[src/sv/swet_pkg.sv]
// Package for the sliding window extremum tracker.
// Holds widths, codes, the command and configuration types and a ring helper.
// No dependencies.
`default_nettype none

package swet_pkg;

  // Ring queue depth and derived widths
  localparam int WINDOW_DEPTH = 8;
  localparam int IDX_W        = (WINDOW_DEPTH > 1) ? $clog2(WINDOW_DEPTH) : 1;
  localparam int OCC_W        = $clog2(WINDOW_DEPTH + 1);

  // Field widths
  localparam int VALUE_W  = 64;
  localparam int TIME_W   = 64;
  localparam int STATUS_W = 2;

  // Configuration port
  localparam int CFG_IDX_W  = 1;
  localparam int CFG_DATA_W = 64;
  localparam logic [CFG_IDX_W-1:0] REG_ENTRY_LIFETIME = 1'b0;
  localparam logic [CFG_IDX_W-1:0] REG_TRACK_MAXIMUM  = 1'b1;
  localparam logic [TIME_W-1:0]    LIFETIME_RESET     = TIME_W'(1000000);

  // Command queue between front and back
  localparam int CMDQ_DEPTH = 2;
  localparam int CMDQ_IDX_W = 1;
  localparam int CMDQ_CNT_W = $clog2(CMDQ_DEPTH + 1);

  // Input opcodes
  localparam logic OP_INSERT = 1'b0;
  localparam logic OP_CLEAR  = 1'b1;

  typedef enum logic {
    CMD_INSERT,
    CMD_CLEAR
  } cmd_kind_t;

  typedef enum logic [STATUS_W-1:0] {
    STAT_STORED  = 2'd0,
    STAT_IGNORED = 2'd1,
    STAT_FULL    = 2'd2,
    STAT_CLEAR   = 2'd3
  } status_t;

  typedef enum logic [2:0] {
    ST_IDLE,
    ST_ORDER,
    ST_HEAD_DROP,
    ST_REAR_POP,
    ST_APPEND,
    ST_RESULT
  } eng_state_t;

  typedef struct packed {
    cmd_kind_t          kind;
    logic [VALUE_W-1:0] value;
    logic [TIME_W-1:0]  stamp;
  } cmd_t;

  typedef struct packed {
    logic               valid;
    cmd_t               cmd;
  } cmd_chan_t;

  typedef struct packed {
    logic [TIME_W-1:0] lifetime;
    logic              track_max;
  } cfg_t;

  // Ring position base + off, for base < depth and off <= depth
  function automatic logic [IDX_W-1:0] ring_add(input logic [IDX_W-1:0] base,
                                                 input logic [OCC_W-1:0] off);
    logic [OCC_W:0] sum;
    sum = (OCC_W+1)'(base) + {1'b0, off};
    if (sum >= (OCC_W+1)'(WINDOW_DEPTH)) begin
      sum = sum - (OCC_W+1)'(WINDOW_DEPTH);
    end
    return IDX_W'(sum);
  endfunction

endpackage

`default_nettype wire

[src/sv/swet_ifs.sv]
// Valid/ready channel interfaces for the sliding window extremum tracker.
// Depends on swet_pkg for field widths.
`default_nettype none

interface swet_req_if;
  import swet_pkg::*;
  logic               valid;
  logic               ready;
  logic               opcode;
  logic [VALUE_W-1:0] sample_value;
  logic [TIME_W-1:0]  sample_time;

  modport source(output valid, opcode, sample_value, sample_time, input ready);
  modport sink(input valid, opcode, sample_value, sample_time, output ready);
endinterface

interface swet_rsp_if;
  import swet_pkg::*;
  logic                valid;
  logic                ready;
  logic                found;
  logic [VALUE_W-1:0]  extremum_value;
  logic [TIME_W-1:0]   extremum_time;
  logic [STATUS_W-1:0] insert_status;

  modport source(output valid, found, extremum_value, extremum_time, insert_status,
                 input ready);
  modport sink(input valid, found, extremum_value, extremum_time, insert_status,
               output ready);
endinterface

`default_nettype wire

[src/sv/sliding_window_extremum_tracker.sv]
// Top level of the sliding window extremum tracker.
// Depends on swet_pkg, swet_ifs, swet_cmd_queue and swet_window_engine.
//
// Tracks the minimum or maximum (track_maximum register) of timestamped 64-bit
// samples over a time window of entry_lifetime units, in a monotone ring queue
// of WINDOW_DEPTH entries. Each request transaction (insert or clear) yields
// exactly one response transaction carrying the head entry after the step and
// an insert status. Requests enter a two-deep command queue, so new requests
// are taken while the engine works or while a response waits to be taken.
// The engine walks the queue one entry per cycle: an insert into a non-empty
// queue checks order, drops expired head entries, pops expired or dominated
// rear entries and appends, an insert into an empty queue appends directly,
// an out-of-order insert is ignored and a clear empties the queue, each then
// waiting on the response side. Write configuration only while idle.
`default_nettype none

module sliding_window_extremum_tracker (
  input  wire logic                            clk,
  input  wire logic                            rst,
  swet_req_if.sink                             req,
  swet_rsp_if.source                           rsp,
  input  wire logic                            cfg_wr_en,
  input  wire logic [swet_pkg::CFG_IDX_W-1:0]  cfg_index,
  input  wire logic [swet_pkg::CFG_DATA_W-1:0] cfg_data
);
  import swet_pkg::*;

  cfg_t      cfg;
  cmd_chan_t cmd_chan;
  logic      cmd_pop;

  // Configuration registers: write on enable, no read-back
  always_ff @(posedge clk) begin
    if (rst) begin
      cfg.lifetime  <= LIFETIME_RESET;
      cfg.track_max <= 1'b1;
    end else if (cfg_wr_en) begin
      case (cfg_index)
        REG_ENTRY_LIFETIME: cfg.lifetime  <= cfg_data[TIME_W-1:0];
        REG_TRACK_MAXIMUM:  cfg.track_max <= cfg_data[0];
        default: begin
          // hold
        end
      endcase
    end
  end

  // Front: accept and classify requests, buffer them
  swet_cmd_queue u_front (
    .clk     (clk),
    .rst     (rst),
    .req     (req),
    .cmd_out (cmd_chan),
    .cmd_pop (cmd_pop)
  );

  // Back: drop expired heads, pop expired or dominated rears, append, report head
  swet_window_engine u_back (
    .clk     (clk),
    .rst     (rst),
    .cfg     (cfg),
    .cmd_in  (cmd_chan),
    .cmd_pop (cmd_pop),
    .rsp     (rsp)
  );

endmodule

`default_nettype wire

[src/sv/swet_cmd_queue.sv]
// Front part: accepts request transactions, classifies them and queues them.
// Depends on swet_pkg and swet_req_if.
`default_nettype none

module swet_cmd_queue (
  input  wire logic              clk,
  input  wire logic              rst,
  swet_req_if.sink               req,
  output swet_pkg::cmd_chan_t    cmd_out,
  input  wire logic              cmd_pop
);
  import swet_pkg::*;

  cmd_t                  slots [CMDQ_DEPTH];
  logic [CMDQ_IDX_W-1:0] wr_ptr;
  logic [CMDQ_IDX_W-1:0] rd_ptr;
  logic [CMDQ_CNT_W-1:0] count;
  logic                  push;
  logic                  pop;
  cmd_t                  cmd_in;

  assign req.ready = (count != CMDQ_CNT_W'(CMDQ_DEPTH));
  assign push      = req.valid && req.ready;
  assign pop       = cmd_pop && (count != '0);

  // Classify the request
  always_comb begin
    cmd_in.kind  = (req.opcode == OP_CLEAR) ? CMD_CLEAR : CMD_INSERT;
    cmd_in.value = req.sample_value;
    cmd_in.stamp = req.sample_time;
  end

  always_ff @(posedge clk) begin
    if (rst) begin
      wr_ptr <= '0;
      rd_ptr <= '0;
      count  <= '0;
    end else begin
      if (push) begin
        wr_ptr <= wr_ptr + 1'b1;
      end
      if (pop) begin
        rd_ptr <= rd_ptr + 1'b1;
      end
      if (push && !pop) begin
        count <= count + 1'b1;
      end else if (pop && !push) begin
        count <= count - 1'b1;
      end
    end
  end

  always_ff @(posedge clk) begin
    if (push) begin
      slots[wr_ptr] <= cmd_in;
    end
  end

  assign cmd_out.valid = (count != '0);
  assign cmd_out.cmd   = slots[rd_ptr];

endmodule

`default_nettype wire

[src/sv/swet_window_engine.sv]
// Back part: sequencer over the monotone ring queue, entry memory and result register.
// Depends on swet_pkg and swet_rsp_if.
`default_nettype none

module swet_window_engine (
  input  wire logic              clk,
  input  wire logic              rst,
  input  wire swet_pkg::cfg_t    cfg,
  input  wire swet_pkg::cmd_chan_t cmd_in,
  output logic                   cmd_pop,
  swet_rsp_if.source             rsp
);
  import swet_pkg::*;

  eng_state_t         state, state_next;
  logic [IDX_W-1:0]   head, head_next;
  logic [OCC_W-1:0]   occ, occ_next;
  status_t            status, status_next;
  cmd_t               cur;

  // Entry memory, two registered read ports with write-through
  logic [VALUE_W-1:0] mem_val  [WINDOW_DEPTH];
  logic [TIME_W-1:0]  mem_time [WINDOW_DEPTH];
  logic               wr_en;
  logic [IDX_W-1:0]   wr_addr;
  logic [IDX_W-1:0]   rd_head_addr;
  logic [IDX_W-1:0]   rd_rear_addr;
  logic [OCC_W-1:0]   rear_off;
  logic [VALUE_W-1:0] hd_val, rr_val;
  logic [TIME_W-1:0]  hd_time, rr_time;

  logic               head_expired;
  logic               rear_expired;
  logic               dominated;
  logic               load_out;

  logic                o_valid;
  logic                o_found;
  logic [VALUE_W-1:0]  o_value;
  logic [TIME_W-1:0]   o_time;
  logic [STATUS_W-1:0] o_status;

  assign head_expired = (cur.stamp - hd_time) > cfg.lifetime;
  assign rear_expired = (cur.stamp - rr_time) > cfg.lifetime;
  assign dominated    = cfg.track_max ? (cur.value >= rr_val) : (cur.value <= rr_val);

  // Read addresses follow the next head and occupancy, so data is valid every cycle
  assign rear_off     = (occ_next == '0) ? '0 : occ_next - 1'b1;
  assign rd_head_addr = head_next;
  assign rd_rear_addr = ring_add(head_next, rear_off);
  assign wr_addr      = ring_add(head, occ);

  always_ff @(posedge clk) begin
    if (rst) begin
      state  <= ST_IDLE;
      head   <= '0;
      occ    <= '0;
    end else begin
      state  <= state_next;
      head   <= head_next;
      occ    <= occ_next;
    end
  end

  always_ff @(posedge clk) begin
    status <= status_next;
    if (cmd_pop) begin
      cur <= cmd_in.cmd;
    end
  end

  always_comb begin
    state_next  = state;
    head_next   = head;
    occ_next    = occ;
    status_next = status;
    cmd_pop     = 1'b0;
    wr_en       = 1'b0;
    load_out    = 1'b0;
    case (state)
      ST_IDLE: begin
        if (cmd_in.valid) begin
          cmd_pop = 1'b1;
          if (cmd_in.cmd.kind == CMD_CLEAR) begin
            head_next   = '0;
            occ_next    = '0;
            status_next = STAT_CLEAR;
            state_next  = ST_RESULT;
          end else if (occ == '0) begin
            state_next = ST_APPEND;
          end else begin
            state_next = ST_ORDER;
          end
        end
      end
      ST_ORDER: begin
        if (cur.stamp < rr_time) begin
          status_next = STAT_IGNORED;
          state_next  = ST_RESULT;
        end else begin
          state_next = ST_HEAD_DROP;
        end
      end
      ST_HEAD_DROP: begin
        // Drop one expired head entry a cycle
        if ((occ != '0) && head_expired) begin
          head_next = ring_add(head, OCC_W'(1));
          occ_next  = occ - 1'b1;
        end else begin
          state_next = ST_REAR_POP;
        end
      end
      ST_REAR_POP: begin
        // Pop one expired or dominated rear entry a cycle
        if ((occ != '0) && (rear_expired || dominated)) begin
          occ_next = occ - 1'b1;
        end else begin
          state_next = ST_APPEND;
        end
      end
      ST_APPEND: begin
        if (occ < OCC_W'(WINDOW_DEPTH)) begin
          wr_en       = 1'b1;
          occ_next    = occ + 1'b1;
          status_next = STAT_STORED;
        end else begin
          status_next = STAT_FULL;
        end
        state_next = ST_RESULT;
      end
      ST_RESULT: begin
        if (!o_valid || rsp.ready) begin
          load_out   = 1'b1;
          state_next = ST_IDLE;
        end
      end
      default: begin
        state_next = ST_IDLE;
      end
    endcase
  end

  always_ff @(posedge clk) begin
    if (wr_en) begin
      mem_val[wr_addr]  <= cur.value;
      mem_time[wr_addr] <= cur.stamp;
    end
    if (wr_en && (wr_addr == rd_head_addr)) begin
      hd_val  <= cur.value;
      hd_time <= cur.stamp;
    end else begin
      hd_val  <= mem_val[rd_head_addr];
      hd_time <= mem_time[rd_head_addr];
    end
    if (wr_en && (wr_addr == rd_rear_addr)) begin
      rr_val  <= cur.value;
      rr_time <= cur.stamp;
    end else begin
      rr_val  <= mem_val[rd_rear_addr];
      rr_time <= mem_time[rd_rear_addr];
    end
  end

  // Result register
  always_ff @(posedge clk) begin
    if (rst) begin
      o_valid <= 1'b0;
    end else if (load_out) begin
      o_valid <= 1'b1;
    end else if (rsp.ready) begin
      o_valid <= 1'b0;
    end
  end

  always_ff @(posedge clk) begin
    if (load_out) begin
      o_found  <= (occ != '0);
      o_value  <= (occ != '0) ? hd_val : '0;
      o_time   <= (occ != '0) ? hd_time : '0;
      o_status <= status;
    end
  end

  assign rsp.valid          = o_valid;
  assign rsp.found          = o_found;
  assign rsp.extremum_value = o_value;
  assign rsp.extremum_time  = o_time;
  assign rsp.insert_status  = o_status;

endmodule

`default_nettype wire
[src/flat_wrapper.sv]
// flat-port wrapper written by rule: the top's interface ports become plain ports
module sliding_window_extremum_tracker_flat import swet_pkg::*;
  (clk, rst, cfg_wr_en, cfg_index, cfg_data, req_valid, req_opcode, req_sample_value, req_sample_time, req_ready, rsp_valid, rsp_found, rsp_extremum_value, rsp_extremum_time, rsp_insert_status, rsp_ready);
  swet_req_if req_i ();
  swet_rsp_if rsp_i ();
  input  wire logic clk;
  input  wire logic rst;
  input  wire logic cfg_wr_en;
  input  wire logic [swet_pkg::CFG_IDX_W-1:0] cfg_index;
  input  wire logic [swet_pkg::CFG_DATA_W-1:0] cfg_data;
  input wire logic [$bits(req_i.valid)-1:0] req_valid;
  input wire logic [$bits(req_i.opcode)-1:0] req_opcode;
  input wire logic [$bits(req_i.sample_value)-1:0] req_sample_value;
  input wire logic [$bits(req_i.sample_time)-1:0] req_sample_time;
  output wire logic [$bits(req_i.ready)-1:0] req_ready;
  output wire logic [$bits(rsp_i.valid)-1:0] rsp_valid;
  output wire logic [$bits(rsp_i.found)-1:0] rsp_found;
  output wire logic [$bits(rsp_i.extremum_value)-1:0] rsp_extremum_value;
  output wire logic [$bits(rsp_i.extremum_time)-1:0] rsp_extremum_time;
  output wire logic [$bits(rsp_i.insert_status)-1:0] rsp_insert_status;
  input wire logic [$bits(rsp_i.ready)-1:0] rsp_ready;
  assign req_i.valid = req_valid;
  assign req_i.opcode = req_opcode;
  assign req_i.sample_value = req_sample_value;
  assign req_i.sample_time = req_sample_time;
  assign req_ready = req_i.ready;
  assign rsp_valid = rsp_i.valid;
  assign rsp_found = rsp_i.found;
  assign rsp_extremum_value = rsp_i.extremum_value;
  assign rsp_extremum_time = rsp_i.extremum_time;
  assign rsp_insert_status = rsp_i.insert_status;
  assign rsp_i.ready = rsp_ready;
  sliding_window_extremum_tracker u_core (.clk(clk), .rst(rst), .req(req_i), .rsp(rsp_i), .cfg_wr_en(cfg_wr_en), .cfg_index(cfg_index), .cfg_data(cfg_data));
endmodule
[config.mk]
export PLATFORM = sky130hd
export DESIGN_NAME = sliding_window_extremum_tracker_flat
export DESIGN_NICKNAME = d
export VERILOG_FILES = /design/src/sv/swet_pkg.sv /design/src/sv/swet_ifs.sv /design/src/sv/sliding_window_extremum_tracker.sv /design/src/sv/swet_cmd_queue.sv /design/src/sv/swet_window_engine.sv /design/src/flat_wrapper.sv
export SDC_FILE = /design/constraint.sdc
export NUM_CORES = 2
export LEC_CHECK = 0
export BUFFER_PORTS_ARGS = -buffer_cell sky130_fd_sc_hd__clkbuf_2
export CORE_UTILIZATION = 62
export CTS_CLUSTER_SIZE = 8
export DETAILED_ROUTE_END_ITERATION = 8
export MAX_ROUTING_LAYER = met4
export PLACE_DENSITY_LB_ADDON = 0.12
export SYNTH_ARGS = -nofsm -noshare
export SYNTH_HDL_FRONTEND = slang
export SYNTH_SLANG_ARGS = --single-unit
[constraint.sdc]
create_clock -name clk -period 12.35 [get_ports clk]
set_clock_uncertainty 0.05 [all_clocks]
set_input_delay 1.235 -clock clk [delete_from_list [all_inputs] [get_ports clk]]
set_output_delay 1.235 -clock clk [all_outputs]
set_load 0.01 [all_outputs]
==> impl_metrics.json <==
{
  "ys_ff_latch": 1630,
  "hold_end": "u_core.cfg[43]$_SDFFE_PP0P_",
  "setup_viol": 0,
  "arrival_ns": 10.31,
  "hpwlAfterDp_um": 120000,
  "cts.clk_slew.worst_paths_ns": 0.06,
  "drc": 28,
  "synthCells": 4691,
  "ant_nets": 0,
  "cp_max_fo": 45,
  "synth_edf_count": 1543,
  "cts-root-buf": "clkbuf_16",
  "r2r_cells": 32,
  "die_w_um": 356,
  "setup_tns_ns": 0,
  "grt_remaining_overflow": 0,
  "cpPeakStageDelay_ns": 0.85,
  "holdWs_ns": 0.401,
  "yosys.area.top_type_share_pct": 59.7,
  "via_count": 45100,
  "wl_per_cell_um": 27.9,
  "crit_type": "reg -> reg",
  "outcome": "complete, but fails checks",
  "clk_path_buf_depth": 3,
  "endpoint_kind": "flop",
  "worst_ir_drop_vdd_mv": 0.195,
  "cellPowerDensity_mw_per_mm2": 253,
  "maxSlewViolCount": 0,
  "violations": "DRC",
  "start_kind": "flop",
  "rrSetupSlack_ns": 2.72,
  "vias_per_cell": 6.59,
  "clock_latency_ns": 0.86,
  "hold_path_startpoint": "u_core.cfg[43]$_SDFFE_PP0P_",
  "grt_pass1_wl_um": 284000,
  "numCtsBuffers": 222,
  "antenna_found_initial": 6,
  "syn_to_final_growth_pct": 12.7,
  "cts_tree": "yes",
  "dieArea_mm2": 0.127,
  "period_minus_slack_ns": 9.63,
  "drive_gt1_share_pct": 25.7,
  "cts_hold_buf": 0,
  "grt_max_degree": 83,
  "hold_viol_final": 0,
  "synth_common_cells": "edfxtp_1 (1,543), mux4_2 (512), ha_1 (326)",
  "relSlewSlack_pct": 18.3,
  "core-area_mm2": 0.124,
  "tightest_slew_ns": 1.22,
  "grt_use_total_pct": 31.4,
  "hold_path_class": "reg -> reg",
  "std_cell_rows": 129,
  "yosys_most_used_dff": "edfxtp_1",
  "synth.most_common_cell": "edfxtp_1",
  "yosysTopAreaCell": "edfxtp_1",
  "synthesis.nets": 5220,
  "layout.nets": 5635,
  "place_congestion": 0.951,
  "grt_pass1_vias": 46400,
  "drt_iter0_markers": 4842,
  "hold_depth": 2,
  "cts_resized": 0,
  "maxCapViolCount": 0,
  "rsz0062_at_grt": "no",
  "port-buffer-count": 331,
  "synthArstFlopShare_pct": 0,
  "ys_types": 78,
  "cts.sinks": 1630,
  "dp_cells": 6519,
  "p_leak_nw": 29.1,
  "fin_crit_sh_pct": 78.0,
  "start_util_pct": 62.6,
  "htreeDepth": 4,
  "synth.avg_cell_area_um2": 16.6,
  "synth.yosys.seq_area_share_pct": 61.9,
  "cp.required_ns": 13.02,
  "fp.dieH_um": 356,
  "top_level_ports": 332,
  "wl_um": 191000,
  "final_cells": 6845,
  "syn_area_mm2": 0.0777,
  "timing.fmax_mhz": 104,
  "drt-pass1-iter-count": 8,
  "yosys_warnings": 0,
  "worst_path_max_delay_cell": "buf_4",
  "post_cts_buffers": 0,
  "yosys-top-cells-area": "edfxtp_1 (60%), mux4_2 (15%), ha_1 (5.3%), mux2i_1 (3.3%), dfxtp_1 (2.2%)"
}
-- metrics by stage --
step	util (%)	instance area, um^2	power [mW]	worst slack, ns
floorplan	-	77700	14.1	1.38
global placement	65.5	81200	16.4	2.91
detailed placement	65.5	81200	16.5	2.87
CTS	70.6	87500	22.1	2.80
global route	70.6	87500	23.4	1.98
finish	70.6	87500	22.1	2.72
-- critical path: cells and delay by family (launching register included) --
kind | cells | cell delay, ns
compound gates | 16 | 3.97
fa+ha+maj | 4 | 1.21
buf+inv | 3 | 1.09
simple gates | 4 | 1.03
mux | 2 | 0.90
flops | 1 | 0.77
xor+xnor | 3 | 0.42
-- cell usage in the layout (no fill, tap or decap), drive strengths merged, types with 20 or more instances in the layout --
master  instances
edfxtp       1543
clkbuf        635
mux4          512
ha            326
mux2i         255
a21oi         251
nor2          237
nand2         215
mux2          131
inv           118
o21ai         117
dfxtp          87
a21o           86
xnor2          81
buf            76
nand3          57
nand4          47
xor2           46
nor3           34
o21a           32
nor2b          28
nand2b         27
a211oi         21
o21bai         20
-- how the worst max path moves through the flow --
stage / from / to / cells after the start
floorplan: u_core.u_back.state[0]$_SDFFE_PP0P_ / u_core.u_back.mem_time[0][0]$_DFFE_PP_ / 7
global placement: flop / flop / 32
detailed placement: flop / flop / 32
CTS: flop / flop / 31
global route: flop / flop / 32
finish: flop / flop / 32
-- registers in the layout, indices dropped and copies added (netlist names), named ones only --
signal,flops
u_core.u_back.mem_time,512
u_core.u_back.mem_val,512
u_core.u_front.slots,258
u_core.u_back.cur,128
u_core.cfg,65
u_core.u_back.rsp.extremum_time,64
u_core.u_back.rsp.extremum_value,64
u_core.u_back.occ,4
u_core.u_back.head,3
u_core.u_back.state,3
u_core.u_back.rsp.insert_status,2
u_core.u_back.status,2
u_core.u_front.count,2
u_core.u_back.rsp.found,1
u_core.u_back.rsp.valid,1
u_core.u_front.rd_ptr,1
u_core.u_front.wr_ptr,1
-- cells by family (layout without fill, tap and decap cells) --
kind of cell	Yosys count	count (layout)	share of synthesized area [%]
AO/OA/AOI/OAI	657	657	5.39
XOR/XNOR	127	127	1.43
adder cells (fa/ha/maj)	330	330	5.36
buffers and inverters	331	843	1.60
flip-flops	1630	1630	61.9
multiplexers	898	898	20.0
other	0	5	0
AND/OR/NAND/NOR	718	718	4.27
-- per-layer routing --
layer | up-vias | GRT usage [%] | share of wire, %
met3 | 315 | 5.67 | 7.5
li1 | 19700 | - | -
met2 | 1992 | 49.5 | 49
met5 | - | - | 0
met4 | 0 | 10.8 | 3.1
met1 | 23100 | 41.5 | 40
-- cell type report --
type                       instances  area [um^2]
sequential                      1630        48100
fill                            7835        36400
multi-input combinational       2730        28400
clock buffer                     305         5880
timing repair buffer             406         2240
tap                             1637         2050
inverter                         116          440
clock inverter                    16          384
antenna                            5         12.5
-- power by group --
| part | switching, mW | total, mW | internal, mW |
|---|---|---|---|
| Sequential | 0.685 | 7.92 | 7.24 |
| Combinational | 4.98 | 8.67 | 3.70 |
| Clock | 2.25 | 5.53 | 3.28 |
| Total | 7.91 | 22.1 | 14.2 |
No activity file was read; power rests on OpenSTA's default activity.
